`config.mk`:
```
export PLATFORM = sky130hd
export DESIGN_NAME = rgb_to_yuv420_converter_top_flat
export DESIGN_NICKNAME = d
export VERILOG_FILES = /design/src/hw/rtl/ryc_pkg.sv /design/src/hw/rtl/ryc_if.sv /design/src/hw/rtl/ryc_front.sv /design/src/hw/rtl/ryc_queue.sv /design/src/hw/rtl/ryc_back.sv /design/src/hw/rtl/rgb_to_yuv420_converter_top.sv /design/src/flat_wrapper.sv
export SDC_FILE = /design/constraint.sdc
export NUM_CORES = 1
export LEC_CHECK = 0
export BUFFER_PORTS_ARGS = -buffer_cell sky130_fd_sc_hd__buf_4
export CORE_ASPECT_RATIO = 0.9
export CORE_MARGIN = 3
export CORE_UTILIZATION = 62
export DETAILED_ROUTE_END_ITERATION = 10
export PLACE_DENSITY_LB_ADDON = 0.12
export SLEW_MARGIN = 20
export SYNTH_ARGS = -nofsm -noshare
export SYNTH_HDL_FRONTEND = slang
export SYNTH_SLANG_ARGS = --single-unit
```
`constraint.sdc`:
```
create_clock -name clk -period 9.3 [get_ports clk]
set_input_delay 0.93 -clock clk [delete_from_list [all_inputs] [get_ports clk]]
set_output_delay 0.93 -clock clk [all_outputs]
set_load 0.03 [all_outputs]
```
`src/hw/rtl/ryc_pkg.sv`:
```
// ============================================================================
// ryc_pkg
// Shared types and constants of the RGB to YUV 4:2:0 converter.
// ============================================================================
package ryc_pkg;

    localparam int unsigned PIX_W   = 8;
    localparam int unsigned COUNT_W = 12;
    localparam int unsigned SIZE_W  = 13;
    localparam int unsigned APB_DW  = 32;
    localparam int unsigned APB_AW  = 3;

    localparam logic [COUNT_W-1:0] COUNT_MAX = 12'hFFF;

    localparam logic [SIZE_W-1:0] FRAME_WIDTH_RESET  = 13'd640;
    localparam logic [SIZE_W-1:0] FRAME_HEIGHT_RESET = 13'd480;

    // register select: byte address bit 2
    localparam logic REG_FRAME_WIDTH  = 1'b0;
    localparam logic REG_FRAME_HEIGHT = 1'b1;

    localparam logic [PIX_W-1:0] LUMA_OFFSET   = 8'd16;
    localparam logic [PIX_W-1:0] CHROMA_OFFSET = 8'd128;
    localparam logic [16:0]      ROUND_BIAS    = 17'd128;

    typedef enum logic [1:0]
    {
        CHROMA_NONE = 2'd0,
        CHROMA_U    = 2'd1,
        CHROMA_V    = 2'd2
    } ryc_chroma_kind_t;

    typedef struct packed
    {
        logic [PIX_W-1:0] red;
        logic [PIX_W-1:0] green;
        logic [PIX_W-1:0] blue;
        ryc_chroma_kind_t kind;
        logic             frame_end;
    } ryc_job_t;

    typedef struct packed
    {
        logic [14:0]      yr;   // 66 R
        logic [15:0]      yg;   // 129 G
        logic [12:0]      yb;   // 25 B
        logic [13:0]      ur;   // 38 R
        logic [14:0]      ug;   // 74 G
        logic [14:0]      ub;   // 112 B
        logic [14:0]      vr;   // 112 R
        logic [14:0]      vg;   // 94 G
        logic [12:0]      vb;   // 18 B
        ryc_chroma_kind_t kind;
        logic             frame_end;
    } ryc_prod_t;

endpackage

```
`src/hw/rtl/ryc_if.sv`:
```
// ============================================================================
// ryc_pix_if / ryc_yuv_if
// Valid/ready channels for RGB pixels and tagged YUV results.
// ============================================================================
interface ryc_pix_if;
    logic       valid;
    logic       ready;
    logic [7:0] red;
    logic [7:0] green;
    logic [7:0] blue;

    modport source (output valid, output red, output green, output blue, input ready);
    modport sink   (input valid, input red, input green, input blue, output ready);
endinterface

interface ryc_yuv_if;
    logic       valid;
    logic       ready;
    logic [7:0] luma;
    logic [7:0] chroma;
    logic [1:0] chroma_kind;
    logic       frame_end;

    modport source (output valid, output luma, output chroma, output chroma_kind,
                    output frame_end, input ready);
    modport sink   (input valid, input luma, input chroma, input chroma_kind,
                    input frame_end, output ready);
endinterface

```
`src/hw/rtl/ryc_front.sv`:
```
// ============================================================================
// ryc_front
// Accepts pixels, tracks column and row, tags chroma kind and frame end.
// ============================================================================
module ryc_front
(
    input  logic                        clk,
    input  logic                        rst_n,
    input  logic [ryc_pkg::SIZE_W-1:0]  frame_width,
    input  logic [ryc_pkg::SIZE_W-1:0]  frame_height,
    ryc_pix_if.sink                     pix,
    output logic                        push_valid,
    output ryc_pkg::ryc_job_t           push_data,
    input  logic                        push_ready
);

    logic [ryc_pkg::COUNT_W-1:0] column_count_reg;
    logic [ryc_pkg::COUNT_W-1:0] column_count_next;
    logic [ryc_pkg::COUNT_W-1:0] row_count_reg;
    logic [ryc_pkg::COUNT_W-1:0] row_count_next;
    logic                        line_end;
    logic                        last_row;
    logic                        take;

    assign pix.ready  = push_ready;
    assign push_valid = pix.valid;
    assign take       = pix.valid && push_ready;

    always_comb
    begin
        line_end = (({1'b0, column_count_reg} + 13'd1) >= frame_width)
                   || (column_count_reg == ryc_pkg::COUNT_MAX);
        last_row = (({1'b0, row_count_reg} + 13'd1) >= frame_height)
                   || (row_count_reg == ryc_pkg::COUNT_MAX);

        push_data.red       = pix.red;
        push_data.green     = pix.green;
        push_data.blue      = pix.blue;
        push_data.frame_end = line_end && last_row;
        if (column_count_reg[0])
        begin
            push_data.kind = ryc_pkg::CHROMA_NONE;
        end
        else if (row_count_reg[0])
        begin
            push_data.kind = ryc_pkg::CHROMA_V;
        end
        else
        begin
            push_data.kind = ryc_pkg::CHROMA_U;
        end

        column_count_next = column_count_reg;
        row_count_next    = row_count_reg;
        if (take)
        begin
            if (line_end)
            begin
                column_count_next = '0;
                row_count_next    = last_row ? '0 : row_count_reg + 12'd1;
            end
            else
            begin
                column_count_next = column_count_reg + 12'd1;
            end
        end
    end

    always_ff @(posedge clk or negedge rst_n)
    begin
        if (!rst_n)
        begin
            column_count_reg <= '0;
            row_count_reg    <= '0;
        end
        else
        begin
            column_count_reg <= column_count_next;
            row_count_reg    <= row_count_next;
        end
    end

endmodule

```
`src/hw/rtl/ryc_queue.sv`:
```
// ============================================================================
// ryc_queue
// Short FIFO of tagged pixels between the front and the conversion pipeline.
// ============================================================================
module ryc_queue
#(
    parameter int unsigned DEPTH = 4
)
(
    input  logic              clk,
    input  logic              rst_n,
    input  logic              push_valid,
    input  ryc_pkg::ryc_job_t push_data,
    output logic              push_ready,
    output logic              pop_valid,
    output ryc_pkg::ryc_job_t pop_data,
    input  logic              pop_ready
);

    localparam int unsigned PTR_W = $clog2(DEPTH);
    localparam int unsigned CNT_W = $clog2(DEPTH + 1);
    localparam logic [PTR_W-1:0] PTR_LAST = PTR_W'(DEPTH - 1);
    localparam logic [CNT_W-1:0] CNT_FULL = CNT_W'(DEPTH);

    ryc_pkg::ryc_job_t slot_reg [DEPTH];
    logic [PTR_W-1:0]  wr_ptr_reg;
    logic [PTR_W-1:0]  wr_ptr_next;
    logic [PTR_W-1:0]  rd_ptr_reg;
    logic [PTR_W-1:0]  rd_ptr_next;
    logic [CNT_W-1:0]  count_reg;
    logic [CNT_W-1:0]  count_next;
    logic              push;
    logic              pop;

    assign push_ready = (count_reg != CNT_FULL);
    assign pop_valid  = (count_reg != '0);
    assign pop_data   = slot_reg[rd_ptr_reg];
    assign push       = push_valid && push_ready;
    assign pop        = pop_valid && pop_ready;

    always_comb
    begin
        wr_ptr_next = wr_ptr_reg;
        rd_ptr_next = rd_ptr_reg;
        count_next  = count_reg;
        if (push)
        begin
            wr_ptr_next = (wr_ptr_reg == PTR_LAST) ? '0 : wr_ptr_reg + 1'b1;
        end
        if (pop)
        begin
            rd_ptr_next = (rd_ptr_reg == PTR_LAST) ? '0 : rd_ptr_reg + 1'b1;
        end
        if (push && !pop)
        begin
            count_next = count_reg + 1'b1;
        end
        else if (pop && !push)
        begin
            count_next = count_reg - 1'b1;
        end
    end

    always_ff @(posedge clk or negedge rst_n)
    begin
        if (!rst_n)
        begin
            wr_ptr_reg <= '0;
            rd_ptr_reg <= '0;
            count_reg  <= '0;
        end
        else
        begin
            wr_ptr_reg <= wr_ptr_next;
            rd_ptr_reg <= rd_ptr_next;
            count_reg  <= count_next;
        end
    end

    always_ff @(posedge clk)
    begin
        if (push)
        begin
            slot_reg[wr_ptr_reg] <= push_data;
        end
    end

endmodule

```
`src/hw/rtl/ryc_back.sv`:
```
// ============================================================================
// ryc_back
// Two-stage BT.601 conversion: constant products, then sums, rounding and offset.
// ============================================================================
module ryc_back
(
    input  logic              clk,
    input  logic              rst_n,
    input  logic              pop_valid,
    input  ryc_pkg::ryc_job_t pop_data,
    output logic              pop_ready,
    ryc_yuv_if.source         yuv
);

    logic              s1_valid_reg;
    logic              s1_valid_next;
    ryc_pkg::ryc_prod_t s1_reg;
    ryc_pkg::ryc_prod_t s1_next;
    logic              s1_ready;
    logic              s2_valid_reg;
    logic              s2_valid_next;
    logic              s2_ready;
    logic [7:0]        luma_reg;
    logic [7:0]        luma_next;
    logic [7:0]        chroma_reg;
    logic [7:0]        chroma_next;
    ryc_pkg::ryc_chroma_kind_t kind_reg;
    logic              frame_end_reg;
    logic [16:0]       y_sum;
    logic [16:0]       u_sum;
    logic [16:0]       v_sum;

    assign s2_ready  = !s2_valid_reg || yuv.ready;
    assign s1_ready  = !s1_valid_reg || s2_ready;
    assign pop_ready = s1_ready;

    assign yuv.valid       = s2_valid_reg;
    assign yuv.luma        = luma_reg;
    assign yuv.chroma      = chroma_reg;
    assign yuv.chroma_kind = kind_reg;
    assign yuv.frame_end   = frame_end_reg;

    always_comb
    begin
        s1_next.yr        = 15'(pop_data.red)   * 15'd66;
        s1_next.yg        = 16'(pop_data.green) * 16'd129;
        s1_next.yb        = 13'(pop_data.blue)  * 13'd25;
        s1_next.ur        = 14'(pop_data.red)   * 14'd38;
        s1_next.ug        = 15'(pop_data.green) * 15'd74;
        s1_next.ub        = 15'(pop_data.blue)  * 15'd112;
        s1_next.vr        = 15'(pop_data.red)   * 15'd112;
        s1_next.vg        = 15'(pop_data.green) * 15'd94;
        s1_next.vb        = 13'(pop_data.blue)  * 13'd18;
        s1_next.kind      = pop_data.kind;
        s1_next.frame_end = pop_data.frame_end;

        s1_valid_next = s1_valid_reg;
        if (s1_ready)
        begin
            s1_valid_next = pop_valid;
        end

        y_sum = 17'(s1_reg.yr) + 17'(s1_reg.yg) + 17'(s1_reg.yb) + ryc_pkg::ROUND_BIAS;
        u_sum = 17'(s1_reg.ub) - 17'(s1_reg.ur) - 17'(s1_reg.ug) + ryc_pkg::ROUND_BIAS;
        v_sum = 17'(s1_reg.vr) - 17'(s1_reg.vg) - 17'(s1_reg.vb) + ryc_pkg::ROUND_BIAS;

        luma_next = y_sum[15:8] + ryc_pkg::LUMA_OFFSET;
        case (s1_reg.kind)
            ryc_pkg::CHROMA_U: chroma_next = u_sum[15:8] + ryc_pkg::CHROMA_OFFSET;
            ryc_pkg::CHROMA_V: chroma_next = v_sum[15:8] + ryc_pkg::CHROMA_OFFSET;
            default:           chroma_next = '0;
        endcase

        s2_valid_next = s2_valid_reg;
        if (s2_ready)
        begin
            s2_valid_next = s1_valid_reg;
        end
    end

    always_ff @(posedge clk or negedge rst_n)
    begin
        if (!rst_n)
        begin
            s1_valid_reg <= 1'b0;
            s2_valid_reg <= 1'b0;
        end
        else
        begin
            s1_valid_reg <= s1_valid_next;
            s2_valid_reg <= s2_valid_next;
        end
    end

    always_ff @(posedge clk)
    begin
        if (s1_ready && pop_valid)
        begin
            s1_reg <= s1_next;
        end
        if (s2_ready && s1_valid_reg)
        begin
            luma_reg      <= luma_next;
            chroma_reg    <= chroma_next;
            kind_reg      <= s1_reg.kind;
            frame_end_reg <= s1_reg.frame_end;
        end
    end

endmodule

```
`src/hw/rtl/rgb_to_yuv420_converter_top.sv`:
```
// ============================================================================
// rgb_to_yuv420_converter_top
// RGB raster pixels in, BT.601 luma with point-sampled 4:2:0 chroma tags out.
// ============================================================================
// Takes one pixel per clock and returns one tagged result per pixel at the
// same sustained rate of one per cycle while yuv.ready is held high. An input
// transaction is registered in the pixel queue, then in the constant-product
// stage and, after the sum and offset, in the output register. The queue
// (QUEUE_DEPTH entries) lets the input side keep accepting while a result is
// held. Write frame_width (0x0) and frame_height (0x4) over APB only while no
// pixel is in flight.
module rgb_to_yuv420_converter_top
#(
    parameter int unsigned QUEUE_DEPTH = 4
)
(
    input  logic                        clk,
    input  logic                        rst_n,
    ryc_pix_if.sink                     pix,
    ryc_yuv_if.source                   yuv,
    input  logic                        psel,
    input  logic                        penable,
    input  logic                        pwrite,
    input  logic [ryc_pkg::APB_AW-1:0]  paddr,
    input  logic [ryc_pkg::APB_DW-1:0]  pwdata,
    output logic [ryc_pkg::APB_DW-1:0]  prdata,
    output logic                        pready
);

    logic [ryc_pkg::SIZE_W-1:0] frame_width_reg;
    logic [ryc_pkg::SIZE_W-1:0] frame_height_reg;
    logic                       cfg_write;
    logic                       push_valid;
    logic                       push_ready;
    ryc_pkg::ryc_job_t          push_data;
    logic                       pop_valid;
    logic                       pop_ready;
    ryc_pkg::ryc_job_t          pop_data;

    assign pready    = 1'b1;
    assign cfg_write = psel && penable && pwrite;

    always_comb
    begin
        case (paddr[2])
            ryc_pkg::REG_FRAME_WIDTH:  prdata = 32'(frame_width_reg);
            ryc_pkg::REG_FRAME_HEIGHT: prdata = 32'(frame_height_reg);
            default:                   prdata = '0;
        endcase
    end

    always_ff @(posedge clk or negedge rst_n)
    begin
        if (!rst_n)
        begin
            frame_width_reg  <= ryc_pkg::FRAME_WIDTH_RESET;
            frame_height_reg <= ryc_pkg::FRAME_HEIGHT_RESET;
        end
        else if (cfg_write)
        begin
            case (paddr[2])
                ryc_pkg::REG_FRAME_WIDTH:  frame_width_reg  <= pwdata[ryc_pkg::SIZE_W-1:0];
                ryc_pkg::REG_FRAME_HEIGHT: frame_height_reg <= pwdata[ryc_pkg::SIZE_W-1:0];
                default:                   ;
            endcase
        end
    end

    ryc_front u_front
    (
        .clk          (clk),
        .rst_n        (rst_n),
        .frame_width  (frame_width_reg),
        .frame_height (frame_height_reg),
        .pix          (pix),
        .push_valid   (push_valid),
        .push_data    (push_data),
        .push_ready   (push_ready)
    );

    ryc_queue
    #(
        .DEPTH (QUEUE_DEPTH)
    )
    u_queue
    (
        .clk        (clk),
        .rst_n      (rst_n),
        .push_valid (push_valid),
        .push_data  (push_data),
        .push_ready (push_ready),
        .pop_valid  (pop_valid),
        .pop_data   (pop_data),
        .pop_ready  (pop_ready)
    );

    ryc_back u_back
    (
        .clk       (clk),
        .rst_n     (rst_n),
        .pop_valid (pop_valid),
        .pop_data  (pop_data),
        .pop_ready (pop_ready),
        .yuv       (yuv)
    );

endmodule
```
`src/flat_wrapper.sv`:
```
// flat-port wrapper written by rule: the top's interface ports become plain ports
module rgb_to_yuv420_converter_top_flat 
#(
    parameter int unsigned QUEUE_DEPTH = 4
)
  (clk, rst_n, psel, penable, pwrite, paddr, pwdata, prdata, pready, pix_valid, pix_red, pix_green, pix_blue, pix_ready, yuv_valid, yuv_luma, yuv_chroma, yuv_chroma_kind, yuv_frame_end, yuv_ready);
  ryc_pix_if pix_i ();
  ryc_yuv_if yuv_i ();
  input  logic clk;
  input  logic rst_n;
  input  logic psel;
  input  logic penable;
  input  logic pwrite;
  input  logic [ryc_pkg::APB_AW-1:0] paddr;
  input  logic [ryc_pkg::APB_DW-1:0] pwdata;
  output logic [ryc_pkg::APB_DW-1:0] prdata;
  output logic pready;
  input wire logic [$bits(pix_i.valid)-1:0] pix_valid;
  input wire logic [$bits(pix_i.red)-1:0] pix_red;
  input wire logic [$bits(pix_i.green)-1:0] pix_green;
  input wire logic [$bits(pix_i.blue)-1:0] pix_blue;
  output wire logic [$bits(pix_i.ready)-1:0] pix_ready;
  output wire logic [$bits(yuv_i.valid)-1:0] yuv_valid;
  output wire logic [$bits(yuv_i.luma)-1:0] yuv_luma;
  output wire logic [$bits(yuv_i.chroma)-1:0] yuv_chroma;
  output wire logic [$bits(yuv_i.chroma_kind)-1:0] yuv_chroma_kind;
  output wire logic [$bits(yuv_i.frame_end)-1:0] yuv_frame_end;
  input wire logic [$bits(yuv_i.ready)-1:0] yuv_ready;
  assign pix_i.valid = pix_valid;
  assign pix_i.red = pix_red;
  assign pix_i.green = pix_green;
  assign pix_i.blue = pix_blue;
  assign pix_ready = pix_i.ready;
  assign yuv_valid = yuv_i.valid;
  assign yuv_luma = yuv_i.luma;
  assign yuv_chroma = yuv_i.chroma;
  assign yuv_chroma_kind = yuv_i.chroma_kind;
  assign yuv_frame_end = yuv_i.frame_end;
  assign yuv_i.ready = yuv_ready;
  rgb_to_yuv420_converter_top #(.QUEUE_DEPTH(QUEUE_DEPTH)) u_core (.clk(clk), .rst_n(rst_n), .pix(pix_i), .yuv(yuv_i), .psel(psel), .penable(penable), .pwrite(pwrite), .paddr(paddr), .pwdata(pwdata), .prdata(prdata), .pready(pready));
endmodule
```
==> impl_results.md <==
* Latest clock arrival within the worst-skew pair at 0.52 ns
* Overall overflow remaining after global route at 0
* Clock Skew at about 0.013 ns
* Data required time of the worst path at roughly 9.6 ns
* CTS H-tree depth at 2
* Clock tree from TritonCTS: yes
* Flip-flop count of the largest register, all copies and words added at 110
* Start point of the critical path: u_core.u_queue.rd_ptr_reg[0]
* DRT Pass-1 Iters at 5
* Average size of a mapped cell at between 10 and 15 µm²
* Critical Path Fanout Max at 30
* Number of buffers inserted by port buffering at 78
* Commonest register cell after synthesis: edfxtp_1
* Summed negative setup slack over all endpoints at 0 ns
* Pin count of the biggest net entering global routing at 60
* Clock buffer depth at 3
* CTS clk-pin slew, worst paths at 0.06 ns
* Number of rows created at floorplan at roughly 60
* Post-CTS setup buffer count at 0
* Inserted Clock Buffers at 34
* Worst Path Arrival at 5.41 ns
* Slew at the pin closest to its max-slew limit at 0.9230 ns
* Final count of negative-setup-slack endpoints at 0
* Status: complete, no violations
* Number of fill cells in the layout at 2048
* Distinct cells, synth at 59
* First-pass GRT wire length at about 61000 µm
* # nets final at 1986
* # IOs at 120
* Max-capacitance violation count at 0
* Startpoint Class: flip-flop
* Detail-routed net length per standard cell at 18.91 µm
* Floorplan die height at roughly 170 µm
* Total die area at 0.03227 mm²
* Die Width at 189.0 µm
* Area growth from synthesis to layout at 11.21%
* Final hold vios at 0
* Antenna violation net count after detailed routing at 0
* Post-Syn Instances at between 1000 and 1500
* Number of antenna violations at the first check in global routing at 0
* Count of flip-flops with a built-in enable after synthesis at 237
* CTS Hold Buffers Added at 0
* DRT Wirelength at 37880 µm
* Overall global routing resource usage at between 20% and 30%
* Setup repair after global routing missed its margin: no
* Critical path capture point type: flip-flop
* Antenna diode count at 0
* Root Buffer Master: clkbuf_16
* Final worst path period need at around 5.1 ns
* Placer congestion estimate at 0.8541
* Detail Placement HPWL at 27350 µm
* Worst slew margin relative to its limit at 38.14%
* Initial Utilization at 63.78%
* Worst-case register-to-register setup slack at around 4.2 ns
* Worst hold margin at 0.4848 ns
* DRC errors left at 0
* Final worst path period share at 54.89%
* Num Clock Sinks at 296
* Timing-limited maximum frequency at 0.1959 GHz
* YS warnings at 0
* Via density at ~5.5
* Type of the setup path with the least slack: flip-flop to flip-flop
* Max-slew violations at 0
* Post-synth design cell area at 0.01869 mm²
* Launch point of the worst hold path: u_core.u_back.s1_reg[0]
* Post-CTS sizing at 0
* Violation count after the first detailed-routing iteration at 684
* Core area at 0.02931 mm²
* Type of the worst min-delay path: flip-flop to flip-flop
* Post-synthesis sequential element count at between 200 and 300
* Share of flip-flops with an asynchronous set or reset after synthesis at 19.93%
* Sequential area share after synthesis at 46.01%
* R2R Path Start: u_core.u_queue.rd_ptr_reg[0]
* Overall via count from detail_route at 11110
* Fraction of layout instances using a drive strength above 1 at 13.32%
* Via count of the first global-routing pass at 11520
==> worst max-delay path: stages, from the launching register on <==
cell	delay [ns]
dfrtp_2	0.34
buf_4	0.46
mux4_2	0.81
inv_1	0.20
fa_1	0.42
inv_1	0.06
ha_1	0.22
inv_1	0.08
fa_1	0.43
fa_1	0.47
nor2b_1	0.13
o21ai_0	0.10
a21boi_0	0.25
o21ai_0	0.18
a21oi_1	0.22
o21ai_0	0.16
o311ai_0	0.32
==> area by class of cell <==
| class | instances | area (µm²) | share of cell area [%] |
|---|---|---|---|
| Clock buffer | 43 | 914.6 | 4.400 |
| Timing Repair Buffer | 87 | 653.1 | 3.142 |
| Tap cell | 396 | 495.5 | 2.384 |
| Inverter | 235 | 882.1 | 4.244 |
| Clock inverter | 19 | 172.7 | 0.8307 |
| Sequential cell | 296 | 8602 | 41.38 |
| Multi-Input combinational cell | 927 | 9066 | 43.62 |
==> through the flow <==
step	instances	worst slack (ns)	util [%]	instance area [µm²]
6_report	2003	4.195	70.93	20790
5_1_grt	2003	3.824	70.93	20790
4_1_cts	2003	4.204	70.93	20790
3_5_place_dp	1941	4.234	67.22	19700
3_3_place_gp	1941	4.253	67.22	19700
2_1_floorplan	1495	1.350	-	18760
==> logic make-up (layout without fill, tap and decap cells) <==
| family | Yosys count | in the layout | synth area share, % |
|---|---|---|---|
| AOI/OAI and AO/OA | 198 | 198 | 6.754 |
| other | 2 | 20 | 0.04018 |
| xor gates and xnor gates | 104 | 104 | 4.873 |
| and+or+nand+nor | 208 | 208 | 5.476 |
| DFF | 296 | 296 | 46.01 |
| buffers and inverters | 272 | 384 | 5.904 |
| muxes | 58 | 58 | 5.114 |
| adders and majority gates | 339 | 339 | 25.83 |
==> cells in the final DEF, fill, tap and decap left out, drive strengths merged, types with 10 or more instances in the layout <==
cell,instances
conb,20
mux4,27
o21bai,20
nand3,20
dfrtp,53
mux2,30
clkbuf,43
clkinv,14
xnor2,72
edfxtp,237
xor2,32
a21o,30
a22o,10
inv,236
a21oi,59
nor3,10
and3,12
fa,78
nor2b,11
buf,87
ha,261
o21ai,48
nand2,75
nor2,42
==> Yosys cell counts, types with 11 or more instances <==
cell,n,share of area (%)
a21oi_1,58,1.6
fa_1,78,8.4
o21bai_1,20,0.80
inv_1,235,4.7
buf_4,21,0.84
dfrtp_1,53,7.1
nand3_1,18,0.48
ha_1,261,17
o21ai_0,46,1.2
mux2_2,30,1.8
edfxtp_1,237,38
nor2_1,40,0.80
clkbuf_1,11,0.22
nand2_1,75,1.5
xor2_1,32,1.5
a21o_1,30,1.2
nor2b_1,11,0.37
and3_1,12,0.40
mux4_2,27,3.3
xnor2_1,72,3.4
==> metal layers <==
metal | track usage (%) | share of wire, %
met3 | 3.811 | 5.2
met5 | 0 | 0
met4 | 7.122 | 2.9
met1 | 32.62 | 43
met2 | 41.63 | 49
==> final timing paths <==
check	endpoint	depth (start not counted)
max	u_core.u_back.s1_reg[30]	16
max reg2reg	u_core.u_back.s1_reg[30]	16
max in group asynchronous	u_core.u_queue.rd_ptr_reg[0]	1
min	u_core.u_back.yuv.frame_end	0
min reg2reg	u_core.u_back.yuv.frame_end	0
min in group asynchronous	u_core.u_front.row_count_reg[11]	1
Power is not shown: default switching activity piles up to over one toggle a cycle in this logic, so the estimate is an artifact.
